**src/hdl/size_class_slot_allocator_macros.svh**
```systemverilog
// ----------------------------------------------------------------------------
// Assertion macros for the size class slot allocator
// ----------------------------------------------------------------------------
`ifndef SIZE_CLASS_SLOT_ALLOCATOR_MACROS_SVH
`define SIZE_CLASS_SLOT_ALLOCATOR_MACROS_SVH

// same-cycle implication, checked out of reset
`define SZAL_ASSERT_NOW(lbl, ante, cons) \
	lbl: assert property (@(posedge clk) disable iff (!arst_n) (ante) |-> (cons)) \
		else $error("size_class_slot_allocator assertion failed");

// next-cycle implication, checked out of reset
`define SZAL_ASSERT_NEXT(lbl, ante, cons) \
	lbl: assert property (@(posedge clk) disable iff (!arst_n) (ante) |=> (cons)) \
		else $error("size_class_slot_allocator assertion failed");

`endif

```
**src/hdl/szal_mul.sv**
```systemverilog
// ----------------------------------------------------------------------------
// szal_mul
// Shared 16x16 multiplier with registered product.
// ----------------------------------------------------------------------------
`default_nettype none

module szal_mul (
	input  wire logic        clk,
	input  wire logic [15:0] a,
	input  wire logic [15:0] b,
	output logic      [31:0] p
);

	always_ff @(posedge clk) begin
		p <= 32'(a) * 32'(b);
	end

endmodule

`default_nettype wire

```
**config.mk**
```make
export PLATFORM = sky130hd
export DESIGN_NAME = szal_mul
export DESIGN_NICKNAME = d
export VERILOG_FILES = /design/src/hdl/size_class_slot_allocator_macros.svh /design/src/hdl/szal_mul.sv
export SDC_FILE = /design/constraint.sdc
export NUM_CORES = 1
export LEC_CHECK = 0
export BUFFER_PORTS_ARGS = -buffer_cell sky130_fd_sc_hd__buf_2
export CAP_MARGIN = 5
export CORE_MARGIN = 2
export CORE_UTILIZATION = 45
export CTS_BUF_LIST = sky130_fd_sc_hd__clkbuf_4
export DETAILED_ROUTE_END_ITERATION = 6
export SLEW_MARGIN = 20
export SYNTH_ARGS = -nofsm -noshare
export SYNTH_HDL_FRONTEND = slang
export SYNTH_SLANG_ARGS = --single-unit
```
**constraint.sdc**
```tcl
create_clock -name clk -period 5.67 [get_ports clk]
set_input_delay 0.2835 -clock clk [delete_from_list [all_inputs] [get_ports clk]]
set_output_delay 0.2835 -clock clk [all_outputs]
set_load 0.02 [all_outputs]
```
Yosys cells after proc, flatten, opt, wreduce, memory -nomap -nowiden
Index checks and enable logic that the tools add are counted.
- register bits: 32
- output and inout bits: 32
- multipliers: 1
- operators with widths (operator ; number):
    16-bit by 16-bit multiplier with 32-bit output ; 1

Depth between registers and ports, before layout
Gate-level depths: netlist of run 1.
- depth after elaboration: 1
- depth in mapped cells: 21

Least setup slack after synthesis of run 1
Ideal clock, no wire load.
- path type: input port to flip-flop
- start: input a[14]
- end: register p[27]
- slack: 344 ps
- setup time: 125 ps
- arrival time: 5201 ps
- cell stages on the path: 20
- cell sequence: clkbuf_1 and2_1 fa_1 inv_1 fa_1 inv_1 fa_1 fa_1 fa_1 inv_1 fa_1 inv_1 ha_1 buf_6 a21o_1 o21bai_1 a221o_1 a31oi_4 a31oi_1 xor2_1
- longest elaborated chain between the ends: 1
- ends and longest elaborated chain (what ; line ; text):
    start, declared ; szal_mul.sv:9 ; input wire logic [15:0] a,
    16-bit by 16-bit multiplier with 32-bit output ; szal_mul.sv:15 ; p <= 32'(a) * 32'(b);
    end signal, assigned ; szal_mul.sv:15 ;
    end, declared ; szal_mul.sv:11 ; output logic [31:0] p
No other way between the ends.

Final worst setup path of run 1
- start: input a[7]
- end: register p[28]
Same word-level chain as after synthesis.

==> results.cfg, run 1 <==
[run_status]
status = complete, no violations

[clocking]
numCtsBuffers = 5
cts_max_path_buffers = 2
hold_buffers = 0
htree_levels = 2
clkTransAtPathRegs_ps = 110
cts-root-buf = clkbuf_4
postCtsSetupBuffers = 0
cts_tree = yes
cts_resized = 0
cts.sinks = 32

[synth]
synthFlopType = dfxtp_1
synth_top_family_by_area = adder cells
ys_ff_latch = 32
synth_edf_count = 0
synthTopCellsByCount = 224 x inv_1, 194 x fa_1, 151 x nand2_1, 126 x and2_1, 104 x ha_1
syn_nets = 1367
synth_top_area_share_pct = 41.8
avgSynthCellArea_um2 = 8.98
yosys.area_share.simple_pct = 17.6
ys_warn_count = 0
yosys.area_share.adder_pct = 55.7
netlist_area_um2 = 9300
synth_cells = 1036
synth_mux_area_share_pct = 0
ys_seq_area_share_pct = 6.89
ys_types = 47
synth_compound_area_share_pct = 6.16
async_reset_ff_share_pct = 0
synth_xor_area_share_pct = 2.54
synth.most_common_cell = inv_1
yosys.area.top_type = fa_1
synthTopCellsByArea = fa_1 42%, ha_1 14%, inv_1 9.0%, and2_1 8.5%, dfxtp_1 6.9%

[drt]
drc_errors = 0
drt_iter0_markers = 293
drt-pass1-iter-count = 5
wire_per_inst_um = 16.4
via_per_inst = 5.08
routed_wl_um = 22400
vias = 6919
ant_nets = 0

[timing]
rsz0062_at_grt = no
relSlewSlack_pct = 68.0
fin_hold_ws_ps = 395
slew_viol_final = 0
setup_viol = 0
period_share_pct = 93.5
max_freq_ghz = 0.189
tns_ps = 0
tightest_slew_ps = 480
layout_min_cycle_time_ps = 5300
hold_viol = 0

[finish]
synthToLayoutAreaGrowth_pct = 7.72
largest_reg_flops = 32
largest-register = p
top_regs = p x32
instances_no_fill = 1362
nNetsFinal = 1422
drive_gt1_share_pct = 9.80
diodes = 0
num-fill-cells = 1972

[global_route]
grt_usage_pct = 21.6
antenna_found_initial = 0
grt_max_degree = 17
grt_pass1_wl_um = 36900
grt_pass1_vias = 7367
grt_overflow = 0

[worst_setup_path]
worstPathRequired_ps = 5920
crit_type = input port to flop
crit_path_start_kind = input port
crit_arrival_ps = 5550
end_kind = flop
worstPathMaxFanout = 16

[floorplanning]
ios = 65
rows = 52
core_um2 = 20200
fp.dieH_um = 148
initial_core_util_pct = 46.0
dieArea_um2 = 21800
fp.dieW_um = 148

[placement]
dp_cells = 1354
dp_hpwl_um = 18500
gp_congestion = 0.853
portBuffers = 64

[min_path]
hp-class = input port to flop

[run]
max_cap_violations = 0
## stage by stage
stage	instance area, µm²	utilization, %	setup WS, ps
floorplan	9300	-	344
global placement	9960	49.2	20.4
detailed placement	9960	49.2	-1.64
CTS	10000	49.5	406
global route	10000	49.5	67.7
finish	10000	49.5	367
## critical path: stages
cell and delay, ps:
buf_2 320, nand2_1 140, fa_1 550, inv_1 60
fa_1 520, inv_1 60, fa_1 520, inv_1 50
fa_1 440, fa_1 490, inv_1 50, fa_1 470
inv_1 40, ha_1 410, nand3_1 130, a21oi_1 170
nor3_2 80, o221ai_1 410, a22oi_1 190, xnor2_1 160
## metal layers
layer | part of all wire, % | global-route usage [%] | vias to the layer above | wire [µm]
met1 | 43 | 28.5 | 3514 | 9600
met4 | 2.0 | 4.76 | 0 | 446
met2 | 51 | 38.4 | 146 | 11500
li1 | - | - | 3227 | -
met5 | 0 | 0 | - | 0
met3 | 3.8 | 2.47 | 32 | 860
## final timing paths
check                 cells past startpoint            end  from
worst min-delay path                      2   p[0]$_DFF_P_  b[0]
worst max-delay path                     20  p[28]$_DFF_P_  a[7]
## kinds of logic (layout without fill, tap and decap cells)
group	Yosys count	after routing
and+or+nand+nor	330	330
adders and majority gates	298	298
buffers and inverters	265	321
AOI/OAI and AO/OA	84	84
DFF	32	32
xor gates and xnor gates	27	27
## layout by cell type (no fill, tap or decap), types with 10 or more instances in the layout
cell type,count
a21oi_1,21
a21o_1,10
and2_1,126
xnor2_1,19
dfxtp_1,32
nand2_1,151
buf_2,64
fa_1,194
inv_1,224
nor2_1,15
ha_1,104
buf_4,25
## cell type report
type / count / area (µm²) / share of cell area [%]
Multi-Input combinational cell: 739 / 7640 / 76.2
Sequential cell: 32 / 641 / 6.39
Inverter: 224 / 841 / 8.39
Clock inverter: 3 / 18.8 / 0.187
Tap cell: 270 / 338 / 3.37
Timing Repair Buffer: 89 / 508 / 5.07
Clock buffer: 5 / 37.5 / 0.375
Power of run 1 is left out: the tool's default activity adds up to more than one toggle a clock period on the data nets, which glitch-free logic cannot reach.
==> run 2, diff against run 1 <==
- CTS_CLUSTER_DIAMETER: unset -> 200
- REMOVE_ABC_BUFFERS: unset -> 1
==> results.cfg, run 2 (synthesized netlist as in run 1, its figures left out) <==
[run_status]
status = complete, no violations

[timing]
layout_min_cycle_time_ps = 5290
slew_viol_final = 0
period_share_pct = 93.4
setup_viol = 0
fin_ws_ps = 377
max_freq_ghz = 0.189
tightest_slew_ps = 486
hold_viol = 0
relSlewSlack_pct = 67.5
rsz0062_at_grt = no

[floorplanning]
dieArea_um2 = 21800
ios = 65
fp.dieW_um = 148
fp.dieH_um = 148
rows = 52
initial_core_util_pct = 46.0
core_um2 = 20200

[finish]
instances_no_fill = 1364
top_regs = p x32
diodes = 0
synthToLayoutAreaGrowth_pct = 7.95
layout_common_cells = 224 x inv_1, 194 x fa_1, 151 x nand2_1
final_common_cell = inv_1
fin_area_um2 = 10000
fin_util_pct = 49.6
largest_reg_flops = 32
largest-register = p
nNetsFinal = 1424
drive_gt1_share_pct = 9.96

[global_route]
grt_max_degree = 17
antenna_found_initial = 0
grt_usage_pct = 21.9
grt_pass1_wl_um = 37800
grt_overflow = 0
grt_pass1_vias = 7517

[worst_setup_path]
crit_slowest_cell = fa_1
max_stage_delay_ps = 540
worstPathRequired_ps = 5960
crit_arrival_ps = 5590
worstPathMaxFanout = 12
cp_num_buf_inv = 6
crit_type = input port to flop
path_cells = buf_2 -> buf_4 -> and2_1 -> fa_1 -> inv_1 -> fa_1 -> fa_1 -> fa_1 -> inv_1 -> fa_1 -> inv_1 -> fa_1 -> inv_1 -> ha_1 -> nand3_1 -> nor2_1 -> o2111ai_1 -> a31oi_2 -> nor3_1 -> a211oi_1
end_kind = flop
crit_path_start_kind = input port
cpMostUsedCell = fa_1
cpLargestDelayFamily = adder cells

[clocking]
htree_levels = 2
cts_max_path_buffers = 2
cts.sinks = 32
cts_tree = yes
cts-root-buf = clkbuf_4
numCtsBuffers = 5
clkTransAtPathRegs_ps = 130

[drt]
drt_iter0_markers = 338
wire_per_inst_um = 16.3
drt-pass1-iter-count = 5
via_per_inst = 5.07
drc_errors = 0
routed_wl_um = 22300
vias = 6918
ant_nets = 0

[placement]
dp_cells = 1356
portBuffers = 64
post_dp_cell_area_um2 = 9980
dp_hpwl_um = 19400
place_ws_ps = -19.9
gp_congestion = 0.867

[min_path]
hp-class = input port to flop

[run]
max_cap_violations = 0
==> run 2: cell types whose count changed in the layout (fill, tap and decap cells not counted), sizes merged <==
| cell | previous run | this run |
|---|---|---|
| clkinv | 3 | 1 |
| clkinvlp | 0 | 1 |
| clkbuf | 5 | 6 |
| buf | 89 | 91 |
==> run 2: path summary, 6_finish.rpt <==
| kind | start | cells after the start | end | slack [ps] |
|---|---|---|---|---|
| worst min-delay path | b[0] | 2 | p[0]$_DFF_P_ | 370 |
| worst max-delay path | a[5] | 20 | p[30]$_DFF_P_ | 380 |
==> run 2: cell type report <==
cell class | count | area (µm²)
inverters | 224 | 841
fillers | 1962 | 10200
multi-input cells | 739 | 7640
flip-flops and latches | 32 | 641
repair buffers | 91 | 523
well taps | 270 | 338
clock buffers | 6 | 45.0
clock inverters | 2 | 11.3
==> run 2: metal layers <==
metal | up-vias | GRT usage [%] | wire length [µm]
met1 | 3527 | 31.6 | 10700
met5 | - | 0 | 0
met2 | 134 | 36.5 | 10700
li1 | 3229 | - | -
met3 | 28 | 2.13 | 638
met4 | 0 | 3.70 | 235
==> run 2: repair_timing <==
action / CTS / global route
endpoints found under the setup margin: 0 / 2
gates resized for setup: 0 / 1
buffers inserted: 0 / 0
hold buffers: 0 / 0
==> run 2: stage by stage <==
step	setup TNS (ps)	hold WS, ps
final	0	374
after global routing	0	388
after CTS	0	375
after detailed placement	-19.9	700
after global placement	-35.1	698
after floorplan	0	405
Power of run 2 is left out for the same reason.
