File: src/hdl/size_class_slot_allocator_macros.svh
// ----------------------------------------------------------------------------
// Assertion macros for the size class slot allocator
// ----------------------------------------------------------------------------
`ifndef SIZE_CLASS_SLOT_ALLOCATOR_MACROS_SVH
`define SIZE_CLASS_SLOT_ALLOCATOR_MACROS_SVH

// same-cycle implication, checked out of reset
`define SZAL_ASSERT_NOW(lbl, ante, cons) \
	lbl: assert property (@(posedge clk) disable iff (!arst_n) (ante) |-> (cons)) \
		else $error("size_class_slot_allocator assertion failed");

// next-cycle implication, checked out of reset
`define SZAL_ASSERT_NEXT(lbl, ante, cons) \
	lbl: assert property (@(posedge clk) disable iff (!arst_n) (ante) |=> (cons)) \
		else $error("size_class_slot_allocator assertion failed");

`endif

File: src/hdl/szal_div.sv
// ----------------------------------------------------------------------------
// szal_div
// Restoring divider, one quotient bit per cycle, quotient of QW bits.
// ----------------------------------------------------------------------------
`default_nettype none

module szal_div #(
	parameter int QW = 11
) (
	input  wire logic          clk,
	input  wire logic          arst_n,
	input  wire logic          start,
	input  wire logic [31:0]   num,
	input  wire logic [15:0]   den,
	output logic               done,
	output logic      [QW-1:0] quo
);

	localparam int DW = 16 + QW;
	localparam int KW = (QW > 1) ? $clog2(QW) : 1;

	logic [31:0]   rem_q;
	logic [DW-1:0] d_q;
	logic [KW-1:0] k_q;
	logic          busy_q;
	logic          done_q;
	logic [QW-1:0] quo_q;
	logic          ge;

	assign ge = rem_q >= 32'(d_q);

	// control
	always_ff @(posedge clk or negedge arst_n) begin
		if (!arst_n) begin
			busy_q <= 1'b0;
			done_q <= 1'b0;
			k_q    <= '0;
		end else begin
			done_q <= 1'b0;
			if (start) begin
				busy_q <= 1'b1;
				k_q    <= KW'(QW - 1);
			end else if (busy_q) begin
				if (k_q == '0) begin
					busy_q <= 1'b0;
					done_q <= 1'b1;
				end else begin
					k_q <= k_q - KW'(1);
				end
			end
		end
	end

	// datapath, divisor aligned to the top quotient bit then shifted down
	always_ff @(posedge clk) begin
		if (start) begin
			rem_q <= num;
			d_q   <= DW'(den) << (QW - 1);
			quo_q <= '0;
		end else if (busy_q) begin
			if (ge) begin
				rem_q <= rem_q - 32'(d_q);
			end
			d_q   <= d_q >> 1;
			quo_q <= QW'({quo_q, ge});
		end
	end

	assign done = done_q;
	assign quo  = quo_q;

endmodule

`default_nettype wire

File: config.mk
export PLATFORM = sky130hd
export DESIGN_NAME = szal_div
export DESIGN_NICKNAME = d
export VERILOG_FILES = /design/src/hdl/size_class_slot_allocator_macros.svh /design/src/hdl/szal_div.sv
export SDC_FILE = /design/constraint.sdc
export NUM_CORES = 1
export LEC_CHECK = 0
export ABC_AREA = 1
export BUFFER_PORTS_ARGS = -buffer_cell sky130_fd_sc_hd__buf_2
export CORE_MARGIN = 2
export CORE_UTILIZATION = 40
export DETAILED_ROUTE_END_ITERATION = 6
export PLACE_DENSITY_LB_ADDON = 0.08
export SLEW_MARGIN = 20
export SYNTH_ARGS = -nofsm -noshare
export SYNTH_HDL_FRONTEND = slang
export SYNTH_SLANG_ARGS = --single-unit
File: constraint.sdc
create_clock -name clk -period 3.8 [get_ports clk]
set_input_delay 0.76 -clock clk [delete_from_list [all_inputs] [get_ports clk]]
set_output_delay 0.76 -clock clk [all_outputs]
set_load 0.02 [all_outputs]
; ---- Word-level counts from Yosys, hierarchy flattened
; Index checks and enable logic that the tools add are counted.
[word_totals]
register_bits = 75
latchBits = 0
ram_bits = 0
rom_bits = 0
input_bits = 51
output_inout_bits = 12
elab_cells = 30
n_memories = 0
[op_classes]
n_addsub = 2
mul = 0
n_div = 0
magnitude_cmp = 1
eq_ne = 1
n_shift = 0
muxes = 14
n_bitwise = 0
n_reduce_logical = 5
[op_table]
columns = operator, count
row1 = $mux W32, 3
row2 = $mux W26, 2
row3 = $ge A32 B26 Y1, 1
row4 = $sub A32 B26 Y32, 1
row5 = $mux W4, 3
row6 = $mux W1, 6
row7 = $logic_not A4 Y1, 1
row8 = $reduce_and A2 Y1, 2
row9 = $reduce_bool A2 Y1, 2
row10 = $sub A4 B1 Y4 const B, 1
row11 = $ne A2 B2 Y1 const B, 1

; ---- Longest topological paths before layout
[logic_depth]
ltp_word = 4
depth_mapped = 15
mapped_depth_nobuf = 15

; ---- Least setup slack after synthesis
; OpenSTA, ideal clock, no wires.
[synth_path]
path_type = register to register
startpoint = register rem_q[21]
endpoint = register rem_q[0], enable pin
setup_time_ns = 0.441
t_arrival_ns = 3.008
required_time_ns = 3.359
setup_slack_ns = 0.352
stages_incl_launch_ff = 8
path_buffers = 0
synth_period_minus_slack_ns = 3.448
cell_sequence = edfxtp_1 ha_1 nand2_1 nor2_1 a21oi_1 nor2_1 nor2_1 a31oi_1
[synth_via]
elab_chain_len = 3
[synth_rtl]
columns = item, line_no
row1 = "start, declared", szal_div.sv:22  ; logic [31:0] rem_q;
row2 = "start signal, assigned", szal_div.sv:57  ; rem_q <= num;
row3 = "start signal, assigned", szal_div.sv:62  ; rem_q <= rem_q - 32'(d_q);
row4 = $ge A32 B26 Y1, szal_div.sv:30  ; assign ge = rem_q >= 32'(d_q);
row5 = $reduce_bool A2 Y1 (no source line), n/a
row6 = $reduce_and A2 Y1 (no source line), n/a
; Every way passes these cells.
; A chain may end at the register's enable or synchronous reset.

; ---- Worst setup path in the final report
[layout_path]
startpoint = register d_q[20]
endpoint = register rem_q[23], enable pin
[layout_via]
elab_chain_len = 3
[layout_rtl]
columns = item, line_no
row1 = "start, declared", szal_div.sv:23  ; logic [DW-1:0] d_q;
row2 = "start signal, assigned", szal_div.sv:58  ; d_q <= DW'(den) << (QW - 1);
row3 = "start signal, assigned", szal_div.sv:64  ; d_q <= d_q >> 1;
row4 = $ge A32 B26 Y1, szal_div.sv:30
row5 = $reduce_bool A2 Y1 (no source line), n/a
row6 = $reduce_and A2 Y1 (no source line), n/a
; Every way passes these cells.

==> results.py <==
metrics = {
    "synth": {
        "synth-simple-area-share": 0.354,
        "async_flop_share": 0.0800,
        "synthFlopType": "edfxtp_1",
        "ys_ff_latch": 75,
        "netlist.area_leader.share": 0.271,
        "yosysMostFrequentCell": "nand2_1",
        "syn-num-nets": 877,
        "synthMuxAreaShare": 0,
        "synth_area_leader_cell": "edfxtp_1",
        "synth_top_family_by_area": "simple AND/OR/NAND/NOR gates",
        "syn-instance-count": 797,
        "avgSynthCellArea_um2": 6.68,
        "synth_common_cells": "nand2_1, inv_1, nand3_1",
        "synthTopCellsByArea": "edfxtp_1, nand2_1, inv_1",
        "synth-edff-count": 48,
        "syn_area_mm2": 0.00532,
        "yosys_warnings": 0,
        "synth_fa_ha_area_frac": 0.0696,
        "synth_cell_type_count": 32,
        "yosysSeqAreaShare": 0.378,
        "synth_compound_area_frac": 0.0726,
        "synth_xor_area_frac": 0.0148,
    },
    "detailed_routing": {
        "drt_first_pass_iters": 5,
        "viasPerCell": 4.83,
        "drt-initial-drc-count": 307,
        "drc": 0,
        "vias": 5009,
        "wl_per_cell_um": 13.8,
        "postRouteAntennaNets": 0,
        "wl_mm": 14.3,
    },
    "job": {
        "drv_cap": 0,
    },
    "clock_network": {
        "clock_latency_ns": 0.36,
        "clkSinkCount": 75,
        "root_buffer": "clkbuf_16",
        "h-tree-depth": 3,
        "cts_buffer_depth": 2,
        "hold_buffers": 0,
        "cts_resized": 0,
        "postCtsSetupBuffers": 0,
        "cts_tree": "built",
        "numCtsBuffers": 9,
        "path_clk_slew_ns": 0.06,
    },
    "layout": {
        "ff_latch_area_mm2": 0.00201,
        "stdcell_count": 1036,
        "final.fill_count": 1399,
        "drive_above_1_share": 0.122,
        "fin_nets": 935,
        "syn_to_final_growth_pct": 15.1,
        "multi_input_area_mm2": 0.00274,
        "diodes": 0,
    },
    "floorplanning": {
        "ioPinCount": 63,
        "fp.dieArea_mm2": 0.0142,
        "core_area_mm2": 0.0131,
        "die_h_um": 119,
        "num_rows": 42,
        "start_util": 0.405,
        "die_w_um": 119,
    },
    "grt": {
        "antenna_found_initial": 0,
        "grt_pass1_vias": 4827,
        "gr-total-overflow": 0,
        "grt_max_degree": 61,
        "grt_pass1_wl_mm": 23.8,
        "grt_usage": 0.211,
    },
    "worst_setup_path": {
        "crit_top_cell": "nand2_1",
        "crit_type": "flip-flop to flip-flop",
        "worstPathRequired_ns": 3.81,
        "cpPeakStageDelay_ns": 0.42,
        "startpoint_type": "flip-flop",
        "crit_chain": "inv_1 > ha_1 > nand2_1 > nor2_1 > nand2_1 > nor3b_1 > nand2_1 > a31oi_4 > buf_4",
        "crit_path_end_kind": "flip-flop",
        "arrival_ns": 2.81,
        "critPathSlowestCell": "buf_4",
        "worstPathMaxFanout": 24,
    },
    "timing": {
        "period_needed_ns": 2.80,
        "slew_viol_final": 0,
        "finalSetupViolCount": 0,
        "relSlewSlack": 0.508,
        "max_slew.worst_pin.slew_ns": 0.737,
        "fin_skew_ns": 0.0150,
        "rsz0062_at_grt": "no",
        "tns_ns": 0,
        "period_share": 0.737,
        "max_freq_mhz": 357,
        "final-hold-violation-count": 0,
    },
    "power_and_ir_drop": {
        "p_leak_nw": 3.23,
        "powerDensity_mw_per_mm2": 714,
        "peakVddDrop_mv": 0.247,
        "p_total_mw": 4.38,
    },
    "outcome": {
        "status": "finished clean",
    },
    "min_path": {
        "holdCritPathClass": "primary input to asynchronous set/reset pin",
    },
    "placed_design": {
        "hpwlAfterDp_mm": 10.8,
        "portBuffers": 62,
        "place_inst": 1020,
        "gp_congestion": 0.895,
    },
}
-- where the power goes --
group,switching [mW],internal (mW),leakage (nW)
clock network,0.393,0.521,0.153
logic,1.49,0.781,2.32
registers,0.0874,1.11,0.762
-- state kept, by name, indices dropped and copies added (netlist names) --
signal,flops
done,1
k_q,4
d_q,26
busy_q,1
quo,11
rem_q,32
-- kinds of logic (layout without fill, tap and decap cells) --
family	Yosys count	in the layout
compound gates	75	75
xor+xnor	9	9
fa+ha+maj	29	29
buf+inv	155	218
flops	75	75
simple gates	454	454
-- worst paths after layout --
path / from / to / slack, ns / depth (start not counted)
min in group clk: d_q[7]$_SDFFE_PP0P_ / d_q[6]$_SDFFE_PP0P_ / 0.48 / 2
max in group asynchronous: arst_n / busy_q$_DFF_PN0_ / 3.42 / 1
max: d_q[20]$_DFFE_PP_ / rem_q[23]$_DFFE_PP_ / 1.00 / 9
max reg2reg: d_q[20]$_DFFE_PP_ / rem_q[23]$_DFFE_PP_ / 1.00 / 9
min reg2reg: d_q[7]$_SDFFE_PP0P_ / d_q[6]$_SDFFE_PP0P_ / 0.48 / 2
min: arst_n / k_q[0]$_DFFE_PN0P_ / 0.23 / 1
-- routing by layer --
metal,GRT usage,vias up,wire length [um]
met5,0,-,0
met4,0.0699,0,201
met3,0.0283,13,716
met2,0.319,117,5950
met1,0.312,2265,7420
li1,-,2614,-
-- critical path: cells and delay by family, from the launching register on --
kind / cells / cell delay [ns]
buffers and inverters: 2 / 0.47
DFF: 1 / 0.37
and+or+nand+nor: 5 / 0.89
adders and majority gates: 1 / 0.34
AOI/OAI and AO/OA: 1 / 0.35
-- cell usage in the layout (no fill, tap or decap), types with 5 or more instances in the layout --
cell type and instances:
xnor2_1 9, nand3b_1 5, ha_1 28, a21oi_1 33
nand2_1 291, nand2_2 13, nand3_1 62, dfrtp_1 6
clkbuf_16 9, buf_2 62, o21ai_0 31, edfxtp_1 48
o21ai_1 6, inv_1 135, nor2_1 61, nor3_1 7
dfxtp_1 21
-- layout make-up --
cell class,instances,area share
Tap cell,176,0.0359
Clock buffer,9,0.0368
Clock inverter,7,0.0133
Multi-Input combinational cell,567,0.447
Sequential cell,75,0.328
Timing Repair Buffer,66,0.0555
Inverter,136,0.0833
-- metrics by stage --
step	hold slack, ns	worst slack, ns	util	area [um^2]
finish	0.226	1.00	0.466	6130
global route	0.226	0.819	0.466	6130
CTS	0.218	0.973	0.466	6130
detailed placement	0.477	0.972	0.443	5820
global placement	0.474	0.990	0.443	5820
floorplan	0.444	0.352	-	5320
No activity file was read; power rests on OpenSTA's default activity.
